## src/rtl/core/bc_pkg.sv

```systemverilog
// ----------------------------------------------------------------------------
// bc_pkg: shared types and constants of the binomial coefficient unit
// Widths, result codes, controller states and the command and status
// structures between the controller and the datapath.
// ----------------------------------------------------------------------------
package bc_pkg;

  localparam int N_W      = 6;              // width of n and k
  localparam int COEF_W   = 32;             // width of the coefficient
  localparam int PROD_W   = COEF_W + N_W;   // running value times a factor
  localparam int STAT_W   = 2;
  localparam int MAX_N    = 34;             // largest n that is served
  localparam int IN_TDATA_W  = 16;
  localparam int OUT_TDATA_W = 40;

  typedef enum logic [STAT_W-1:0] {
    STAT_OK     = 2'd0,
    STAT_K_GT_N = 2'd1,
    STAT_SAT    = 2'd2
  } stat_t;

  typedef enum logic [2:0] {
    S_IDLE,
    S_CHECK,
    S_MUL,
    S_DIV,
    S_ACC,
    S_DONE
  } state_t;

  // controller -> datapath
  typedef struct packed {
    logic load;      // capture n and k, classify
    logic mul;       // product = acc * (base + i)
    logic div_step;  // one restoring division bit
    logic acc;       // acc = quotient, advance i
    logic emit;      // load output register
  } cmd_t;

  // datapath -> controller
  typedef struct packed {
    logic early;     // no iteration needed
    logic div_last;  // last quotient bit this cycle
    logic iter_last; // last factor
    logic over;      // quotient above the coefficient range
  } sts_t;

endpackage

```

## src/rtl/core/bc_dpath.sv

```systemverilog
// ----------------------------------------------------------------------------
// bc_dpath: datapath of the binomial coefficient unit
// Running value, one 32x6 multiplier and a bit-serial exact divider.
// ----------------------------------------------------------------------------
module bc_dpath (
  input  logic                          clk,
  input  bc_pkg::cmd_t                  cmd,
  output bc_pkg::sts_t                  sts,
  input  logic [bc_pkg::N_W-1:0]        n_total,
  input  logic [bc_pkg::N_W-1:0]        k_choose,
  output logic [bc_pkg::COEF_W-1:0]     coefficient,
  output logic [bc_pkg::STAT_W-1:0]     status
);

  logic [bc_pkg::COEF_W-1:0] acc_r, acc_nxt;
  logic [bc_pkg::PROD_W-1:0] prod_r, prod_nxt;
  logic [bc_pkg::N_W-1:0]    rem_r, rem_nxt;
  logic [bc_pkg::N_W-1:0]    cnt_r, cnt_nxt;
  logic [bc_pkg::N_W-1:0]    i_r, i_nxt;
  logic [bc_pkg::N_W-1:0]    m_r, m_nxt;
  logic [bc_pkg::N_W-1:0]    base_r, base_nxt;
  bc_pkg::stat_t             stat_r, stat_nxt;
  logic [bc_pkg::COEF_W-1:0] coef_r, coef_nxt;
  bc_pkg::stat_t             ostat_r, ostat_nxt;

  logic [bc_pkg::N_W-1:0]    diff;
  logic [bc_pkg::N_W-1:0]    fac;
  logic [bc_pkg::PROD_W-1:0] mul_w;
  logic [bc_pkg::N_W:0]      rem_sh;
  logic                      q_bit;

  assign diff   = n_total - k_choose;
  assign fac    = bc_pkg::N_W'(base_r + i_r);
  assign mul_w  = bc_pkg::PROD_W'(acc_r) * bc_pkg::PROD_W'(fac);
  assign rem_sh = {rem_r, prod_r[bc_pkg::PROD_W-1]};
  assign q_bit  = rem_sh >= {1'b0, i_r};

  assign sts.early     = (stat_r != bc_pkg::STAT_OK) || (m_r == '0);
  assign sts.div_last  = cnt_r == bc_pkg::N_W'(bc_pkg::PROD_W - 1);
  assign sts.iter_last = i_r == m_r;
  assign sts.over      = prod_r[bc_pkg::PROD_W-1:bc_pkg::COEF_W] != '0;

  always_comb begin
    acc_nxt   = acc_r;
    prod_nxt  = prod_r;
    rem_nxt   = rem_r;
    cnt_nxt   = cnt_r;
    i_nxt     = i_r;
    m_nxt     = m_r;
    base_nxt  = base_r;
    stat_nxt  = stat_r;
    coef_nxt  = coef_r;
    ostat_nxt = ostat_r;
    if (cmd.load) begin
      m_nxt    = (diff < k_choose) ? diff : k_choose;
      base_nxt = n_total - m_nxt;
      i_nxt    = bc_pkg::N_W'(1);
      if (k_choose > n_total) begin
        stat_nxt = bc_pkg::STAT_K_GT_N;
        acc_nxt  = '0;
      end else if (n_total > bc_pkg::N_W'(bc_pkg::MAX_N)) begin
        stat_nxt = bc_pkg::STAT_SAT;
        acc_nxt  = '1;
      end else begin
        stat_nxt = bc_pkg::STAT_OK;
        acc_nxt  = bc_pkg::COEF_W'(1);
      end
    end
    if (cmd.mul) begin
      prod_nxt = mul_w;
      rem_nxt  = '0;
      cnt_nxt  = '0;
    end
    if (cmd.div_step) begin
      prod_nxt = {prod_r[bc_pkg::PROD_W-2:0], q_bit};
      rem_nxt  = q_bit ? bc_pkg::N_W'(rem_sh - {1'b0, i_r}) : rem_sh[bc_pkg::N_W-1:0];
      cnt_nxt  = cnt_r + bc_pkg::N_W'(1);
    end
    if (cmd.acc) begin
      i_nxt = i_r + bc_pkg::N_W'(1);
      if (sts.over) begin
        acc_nxt  = '1;
        stat_nxt = bc_pkg::STAT_SAT;
      end else begin
        acc_nxt = prod_r[bc_pkg::COEF_W-1:0];
      end
    end
    if (cmd.emit) begin
      coef_nxt  = acc_r;
      ostat_nxt = stat_r;
    end
  end

  always_ff @(posedge clk) begin
    acc_r   <= acc_nxt;
    prod_r  <= prod_nxt;
    rem_r   <= rem_nxt;
    cnt_r   <= cnt_nxt;
    i_r     <= i_nxt;
    m_r     <= m_nxt;
    base_r  <= base_nxt;
    stat_r  <= stat_nxt;
    coef_r  <= coef_nxt;
    ostat_r <= ostat_nxt;
  end

  assign coefficient = coef_r;
  assign status      = ostat_r;

endmodule

```

## src/rtl/core/bc_ctrl.sv

```systemverilog
// ----------------------------------------------------------------------------
// bc_ctrl: controller of the binomial coefficient unit
// Sequences accept, classify, multiply / divide iterations and result hand-off.
// ----------------------------------------------------------------------------
module bc_ctrl (
  input  logic         clk,
  input  logic         rst_n,
  input  logic         in_tvalid,
  output logic         in_tready,
  output logic         out_tvalid,
  input  logic         out_tready,
  output bc_pkg::cmd_t cmd,
  input  bc_pkg::sts_t sts
);

  bc_pkg::state_t state_r, state_nxt;
  logic           ovalid_r, ovalid_nxt;
  logic           out_free;

  assign out_free = !ovalid_r || out_tready;

  always_ff @(posedge clk) begin
    if (!rst_n) begin
      state_r  <= bc_pkg::S_IDLE;
      ovalid_r <= 1'b0;
    end else begin
      state_r  <= state_nxt;
      ovalid_r <= ovalid_nxt;
    end
  end

  always_comb begin
    state_nxt = state_r;
    cmd       = '0;
    in_tready = 1'b0;
    unique case (state_r)
      bc_pkg::S_IDLE: begin
        in_tready = 1'b1;
        if (in_tvalid) begin
          cmd.load  = 1'b1;
          state_nxt = bc_pkg::S_CHECK;
        end
      end
      bc_pkg::S_CHECK: begin
        state_nxt = sts.early ? bc_pkg::S_DONE : bc_pkg::S_MUL;
      end
      bc_pkg::S_MUL: begin
        cmd.mul   = 1'b1;
        state_nxt = bc_pkg::S_DIV;
      end
      bc_pkg::S_DIV: begin
        cmd.div_step = 1'b1;
        if (sts.div_last) begin
          state_nxt = bc_pkg::S_ACC;
        end
      end
      bc_pkg::S_ACC: begin
        cmd.acc   = 1'b1;
        state_nxt = (sts.over || sts.iter_last) ? bc_pkg::S_DONE : bc_pkg::S_MUL;
      end
      bc_pkg::S_DONE: begin
        if (out_free) begin
          cmd.emit  = 1'b1;
          state_nxt = bc_pkg::S_IDLE;
        end
      end
      default: state_nxt = bc_pkg::S_IDLE;
    endcase
  end

  always_comb begin
    ovalid_nxt = ovalid_r;
    if (ovalid_r && out_tready) begin
      ovalid_nxt = 1'b0;
    end
    if (cmd.emit) begin
      ovalid_nxt = 1'b1;
    end
  end

  assign out_tvalid = ovalid_r;

endmodule

```

## src/rtl/core/binomial_coefficient.sv

```systemverilog
// ----------------------------------------------------------------------------
// binomial_coefficient: n-choose-k unit
// Returns C(n,k) for 6-bit n and k, with error and saturation status.
// ----------------------------------------------------------------------------
// One transaction in, one transaction out. The unit works on one item at a
// time: it runs up to min(k, n-k) iterations of multiply, exact division
// by i and accumulate, paced by the single 32x6 multiplier and the
// bit-serial divider. k > n returns coefficient 0 with status 1 without
// iterating; otherwise n above 34 returns all ones with status 2.
// The result sits in an output register, so the result transaction may be
// stalled; the next input is taken once the current result is handed off to
// that register.
module binomial_coefficient (
  input  logic                               clk,
  input  logic                               rst_n,
  input  logic                               in_tvalid,
  output logic                               in_tready,
  // [5:0] n_total, [11:6] k_choose, [15:12] zero
  input  logic [bc_pkg::IN_TDATA_W-1:0]      in_tdata,
  output logic                               out_tvalid,
  input  logic                               out_tready,
  // [31:0] coefficient, [33:32] status, [39:34] zero
  output logic [bc_pkg::OUT_TDATA_W-1:0]     out_tdata
);

  bc_pkg::cmd_t              cmd;
  bc_pkg::sts_t              sts;
  logic [bc_pkg::COEF_W-1:0] coefficient;
  logic [bc_pkg::STAT_W-1:0] status;

  bc_ctrl u_ctrl (
    .clk        (clk),
    .rst_n      (rst_n),
    .in_tvalid  (in_tvalid),
    .in_tready  (in_tready),
    .out_tvalid (out_tvalid),
    .out_tready (out_tready),
    .cmd        (cmd),
    .sts        (sts)
  );

  bc_dpath u_dpath (
    .clk         (clk),
    .cmd         (cmd),
    .sts         (sts),
    .n_total     (in_tdata[bc_pkg::N_W-1:0]),
    .k_choose    (in_tdata[2*bc_pkg::N_W-1:bc_pkg::N_W]),
    .coefficient (coefficient),
    .status      (status)
  );

  // pad to whole bytes
  assign out_tdata = {
    (bc_pkg::OUT_TDATA_W - bc_pkg::COEF_W - bc_pkg::STAT_W)'(0),
    status,
    coefficient
  };

endmodule

```

## config.mk

```make
export PLATFORM = sky130hd
export DESIGN_NAME = binomial_coefficient
export DESIGN_NICKNAME = d
export VERILOG_FILES = /design/src/rtl/core/bc_pkg.sv /design/src/rtl/core/bc_dpath.sv /design/src/rtl/core/bc_ctrl.sv /design/src/rtl/core/binomial_coefficient.sv
export SDC_FILE = /design/constraint.sdc
export NUM_CORES = 1
export LEC_CHECK = 0
export BUFFER_PORTS_ARGS = -buffer_cell sky130_fd_sc_hd__buf_2
export CORE_MARGIN = 3
export CORE_UTILIZATION = 61
export DETAILED_ROUTE_END_ITERATION = 12
export GPL_ROUTABILITY_DRIVEN = 0
export PLACE_DENSITY = 0.79
export SLEW_MARGIN = 10
export SYNTH_ARGS = -nofsm -noshare
export SYNTH_HDL_FRONTEND = slang
export SYNTH_HIERARCHICAL = 1
export SYNTH_SLANG_ARGS = --single-unit
```

## constraint.sdc

```tcl
create_clock -name clk -period 7.75 [get_ports clk]
set_input_delay 0.3875 -clock clk [delete_from_list [all_inputs] [get_ports clk]]
set_output_delay 0.3875 -clock clk [all_outputs]
set_load 0.1 [all_outputs]
```

; Yosys cells after proc, flatten, opt, wreduce, memory -nomap -nowiden
; Cells that the tools add are included.
[word_totals]
ff_bits = 140
output_inout_bits = 42
word_cells = 81
[op_classes]
n_addsub = 6
multipliers = 1
n_lt_le_gt_ge = 4
n_eq_ne = 10
muxes = 35
reduce_logical = 13
[ops]
columns = op, n
row1 = 32-bit two-way mux, 5
row2 = 38-bit two-way mux, 2
row3 = 6-bit two-way mux, 7
row4 = 32-bit by 6-bit multiplier with 38-bit output, 1
row5 = 3-bit case mux with 6 select lines, 1
row6 = 6-bit subtractor, 3
row7 = 3-bit two-way mux, 5
row8 = "6-bit by 1-bit adder with 6-bit output, second input constant", 2
row9 = 1-bit two-way mux, 10
row10 = 2-bit two-way mux, 5
row11 = 2-bit nonzero test, 4
row12 = 7-bit by 6-bit greater-or-equal comparator with 1-bit output, 1
row13 = 6-bit adder, 1
row14 = "3-bit by 2-bit == test with 1-bit output, second input constant", 2
row15 = "3-bit == test, second input constant", 2
row16 = 6-bit == test, 1
row17 = "6-bit == test, second input constant", 1
row18 = 6-bit greater-than comparator, 1
row19 = "6-bit greater-than comparator, second input constant", 1
row20 = 6-bit zero test, 1
row21 = 6-bit < comparator, 1
row22 = 6-bit nonzero test, 1
row23 = "2-bit != test, second input constant", 2
row24 = "3-bit by 1-bit == test with 1-bit output, second input constant", 1
row25 = other kinds (6), 8

; Depth between registers and ports, before layout
[logic_depth]
depth_word = 6
depth_mapped = 24
ltp_nobuf = 22

; By module
; Netlist, hierarchy kept.
[modules_own_cells]
columns = module, instances, cells_each, area_per_inst_um2, seq_area_each_um2
row1 = bc_dpath, 1, 1170, 12201.7, 4063.9
row2 = bc_ctrl, 1, 44, 356.6, 80.1
row3 = binomial_coefficient, 1, 7, 48.8, 0.0

; Worst setup path before layout
; OpenSTA, ideal clock, no wires.
[synth_path]
path_type = reg-to-reg
start = reg u_dpath/i_r[1] (netlist name)
end = reg u_dpath/prod_r[25] (netlist name) (data pin)
t_arrival_ns = 5.489
required_time_ns = 7.490
path_slack_ns = 2.001
stages_incl_launch_ff = 23
path_cell_list = edfxtp_1 > ha_1 > a21o_1 > a21oi_1 > o21bai_1 > a21oi_1 > xnor2_1 > clkbuf_1 > and2_1 > fa_1 > inv_1 > fa_1 > fa_1 > inv_1 > ha_1 > a21o_1 > a221o_1 > o211ai_2 > o21ai_2 > a221oi_2 > a21oi_2 > xor2_1 > mux2_2
[synth_via]
elab_chain_len = 4
[synth_lines]
columns = element, line_no
row1 = from (decl), bc_dpath.sv:19  ; logic [bc_pkg::N_W-1:0] i_r, i_nxt;
row2 = from (signal assigned), bc_dpath.sv:99  ; i_r <= i_nxt;
row3 = 6-bit adder, bc_dpath.sv:33  ; assign fac = bc_pkg::N_W'(base_r + i_r);
row4 = 32-bit by 6-bit multiplier with 38-bit output, bc_dpath.sv:34  ; assign mul_w = bc_pkg::PROD_W'(acc_r) * bc_pkg::PROD_W'(fac);
row5 = 38-bit two-way mux, bc_dpath.sv:69  ; if (cmd.mul) begin
row6 = 38-bit two-way mux, bc_dpath.sv:74  ; if (cmd.div_step) begin
row7 = "named net u_dpath.prod_nxt, one bit", bc_dpath.sv:16  ; logic [bc_pkg::PROD_W-1:0] prod_r, prod_nxt;
row8 = to (signal assigned), bc_dpath.sv:96  ; prod_r <= prod_nxt;
row9 = to (decl), bc_dpath.sv:16
; The timed path passes the listed nets, and every way through them passes these cells. The select of a mux whose other input is x is not followed.
; A chain may end at the register's enable or synchronous reset.

; Worst setup path in the final report
[layout_path]
start = reg u_dpath/i_r[1] (netlist name)
end = reg u_dpath/prod_r[32] (netlist name) (data pin)
; The elaborated chain is that of the path after synthesis.

==> metrics.md <==
| Metric | Value |
|---|---|
| Post-CTS Hold Buffers | `0` |
| Skew-Pair Late Insertion Delay | `~430 ps` |
| Fillers | `1526` |
| Asr flop ratio synth | `0%` |
| Nets | `1479` |
| DP Wirelength | `18900 µm` |
| GRT overflow | `0` |
| Routed Antenna Nets | `0` |
| Drt pass-1 iters | `5` |
| Root Buffer | `clkbuf_16` |
| Number of synthesized flops with an enable pin | `~130` |
| FF-to-FF setup slack | `730 ps` |
| Met3 Use GR | `4.33%` |
| Initial core utilization | `63.3%` |
| Library cells used by synthesis | `67` |
| Dpl cells | `1503` |
| Die area | `22400 µm²` |
| Initial antenna violation count | `0` |
| Required time worst endpoint | `7940 ps` |
| Met1 global-route usage | `approximately a third` |
| Maximum level of the CTS H-tree | `4` |
| Fmax | `around 140 MHz` |
| Util after Layout | `68.7%` |
| TritonCTS Buffers | `17` |
| First-pass GRT wire length | `45100 µm` |
| Max Root-Sink Buffers | `2` |
| Worst-Margin Slew | `998 ps` |
| Die W | `150 µm` |
| Via density | `5.72` |
| Synth warn | `6` |
| Setup CP Type | `flip-flop to flip-flop` |
| Clock period minus worst slack | `7020 ps` |
| # diodes | `0` |
| Fin Setup TNS | `0 ps` |
| Post-synthesis average cell area | `~10 µm²` |
| Row cnt | `51` |
| Status | `complete, no violations` |
| Die span in y | `150 µm` |
| Slew headroom | `33.5%` |
| Final hold vios | `0` |
| Worst setup EP type | `flip-flop` |
| Layout area overhead | `8.53%` |
| Layout cell share with drive strength beyond 1 | `10.1%` |
| Setup Fix Bufs, Post-CTS | `0` |
| #FFs+latches synth | `140` |
| Global-route usage over all layers | `25.3%` |
| Crit Path Max Fanout | `17` |
| Syn Inst Count | `1221` |
| Register area share after synthesis | `32.9%` |
| Clock skew | `around 9.7 ps` |
| Pin count of the biggest net entering global routing | `a little over 90` |
| Final wirelength | `~26000 µm` |
| RSZ-0062 raised after global routing | `no` |
| Number of global-route vias before repair | `9061` |
| Crit path DAT | `about 7200 ps` |
| Final std cells w/o fill | `1535` |
| Final period utilization | `about nine tenths` |
| Max Cap Viol | `0` |
| CTS Sinks | `140` |
| DR DRC count | `0` |
| Input/output buffers | `51` |
| Synth Cell Area | `12600 µm²` |
| Initial DRC count | `711` |
| Post-CTS Resized | `0` |
| Critical path launch point type | `flip-flop` |
| Vias after detailed routing | `8787` |
| Reg clk slew, reported paths | `60 ps` |
| Hold crit path type | `input pin to flip-flop` |
| GR met2 Demand/Resource | `42.0%` |
| IO Pins | `62` |
| Core area | `19900 µm²` |
| WL per Instance | `roughly 17 µm` |
| CTS tree | `yes` |
| GR peak layer | `met2` |
| Synth Flop Type | `edfxtp_1` |
| Final Slew Violations | `0` |
| Final setup viols | `0` |
==> logic make-up after synthesis <==
kind of cell | after synthesis | synth area share, %
adder cells (fa/ha/maj) | 202 | 27.5
multiplexers | 19 | 1.57
AO/OA/AOI/OAI | 215 | 11.7
buffers and inverters | 217 | 6.96
other | 1 | 0.0297
AND/OR/NAND/NOR | 370 | 15.4
flip-flops | 140 | 32.9
XOR/XNOR | 57 | 3.96
==> stage by stage <==
stage | hold slack (ps) | area [µm²] | setup WS (ps)
2_1_floorplan | 424 | 12600 | 2000
3_3_place_gp | 469 | 13100 | 913
3_5_place_dp | 464 | 13100 | 859
4_1_cts | 225 | 13700 | 787
5_1_grt | 229 | 13700 | 294
6_report | 237 | 13700 | 731
==> cell type report <==
cell class	instances	area [µm²]	share of cell area (%)
well taps	265	332	2.42
clock inverters	11	91.3	0.668
flip-flops and latches	140	4140	30.3
repair buffers	61	330	2.41
multi-input cells	869	7660	56.0
clock buffers	21	493	3.60
inverters	168	631	4.61
==> placed cells by master (no fill, tap or decap), types with 19 or more instances in the layout <==
cell and n:
buf_2 51, o21ai_0 50, xor2_1 20, nand2b_1 32, inv_1 168, and2_1 108, a21oi_1 40, fa_1 125
nor2_1 30, clkbuf_16 19, ha_1 77, a21o_1 25, edfxtp_1 134, nand2_1 124, xnor2_1 33, o21a_1 36
==> worst max-delay path, cell delays in order (launching register included) <==
cell,delay [ps]
edfxtp_1,530
ha_1,350
a21o_1,170
a21oi_1,380
o21bai_1,100
a21oi_1,250
xnor2_2,310
buf_4,320
and2_1,200
fa_1,560
inv_1,60
fa_1,500
fa_1,580
inv_1,60
ha_1,390
nand3_1,110
a311oi_1,550
o21ai_0,280
o221ai_2,350
a211o_1,250
nand2_1,70
o311ai_0,380
==> synth_stat cells, types with 8 or more instances <==
| library cell | count | area share, % |
|---|---|---|
| a21o_1 | 25 | 1.5 |
| a21oi_1 | 40 | 1.6 |
| and2_1 | 108 | 5.4 |
| buf_4 | 8 | 0.48 |
| clkbuf_1 | 36 | 1.1 |
| edfxtp_1 | 134 | 32 |
| fa_1 | 125 | 20 |
| ha_1 | 77 | 7.6 |
| inv_1 | 168 | 5.0 |
| mux2i_1 | 13 | 1.0 |
| nand2_1 | 124 | 3.7 |
| nand2b_1 | 32 | 1.6 |
| nand3_1 | 16 | 0.64 |
| nor2_1 | 32 | 0.95 |
| nor2b_1 | 16 | 0.79 |
| nor3_1 | 9 | 0.36 |
| nor3b_1 | 9 | 0.54 |
| o21a_1 | 36 | 2.1 |
| o21ai_0 | 50 | 2.0 |
| xnor2_1 | 37 | 2.6 |
| xor2_1 | 20 | 1.4 |
==> per-layer routing <==
layer  up-vias  share of wire (%)
met5         -                  0
met3        39                5.2
met4         0                1.4
li1       4124                  -
met1      4351                 44
met2       273                 49
==> sequential cells by signal, indices dropped and copies added (netlist names) <==
register / cells
u_dpath/prod_r: 38
u_dpath/acc_r: 32
u_dpath/coefficient: 32
u_dpath/base_r: 6
u_dpath/cnt_r: 6
u_dpath/i_r: 6
u_dpath/m_r: 6
u_dpath/rem_r: 6
u_ctrl/state_r: 3
u_dpath/stat_r: 2
u_dpath/status: 2
u_ctrl/out_tvalid: 1
==> worst paths after layout <==
path | from | end | cells past startpoint
setup / recovery | u_dpath/i_r[1]$_SDFFCE_PN0P_ | u_dpath/prod_r[32]$_DFFE_PP_ | 21
hold / removal | rst_n | u_ctrl/state_r[2]$_SDFFE_PN0P_ | 3
setup reg to reg | u_dpath/i_r[1]$_SDFFCE_PN0P_ | u_dpath/prod_r[32]$_DFFE_PP_ | 21
hold reg to reg | u_dpath/stat_r[1]$_DFF_P_ | u_dpath/status[1]$_DFFE_PP_ | 0
Power is not shown: default switching activity piles up to over one toggle a cycle in this logic, so the estimate is an artifact.
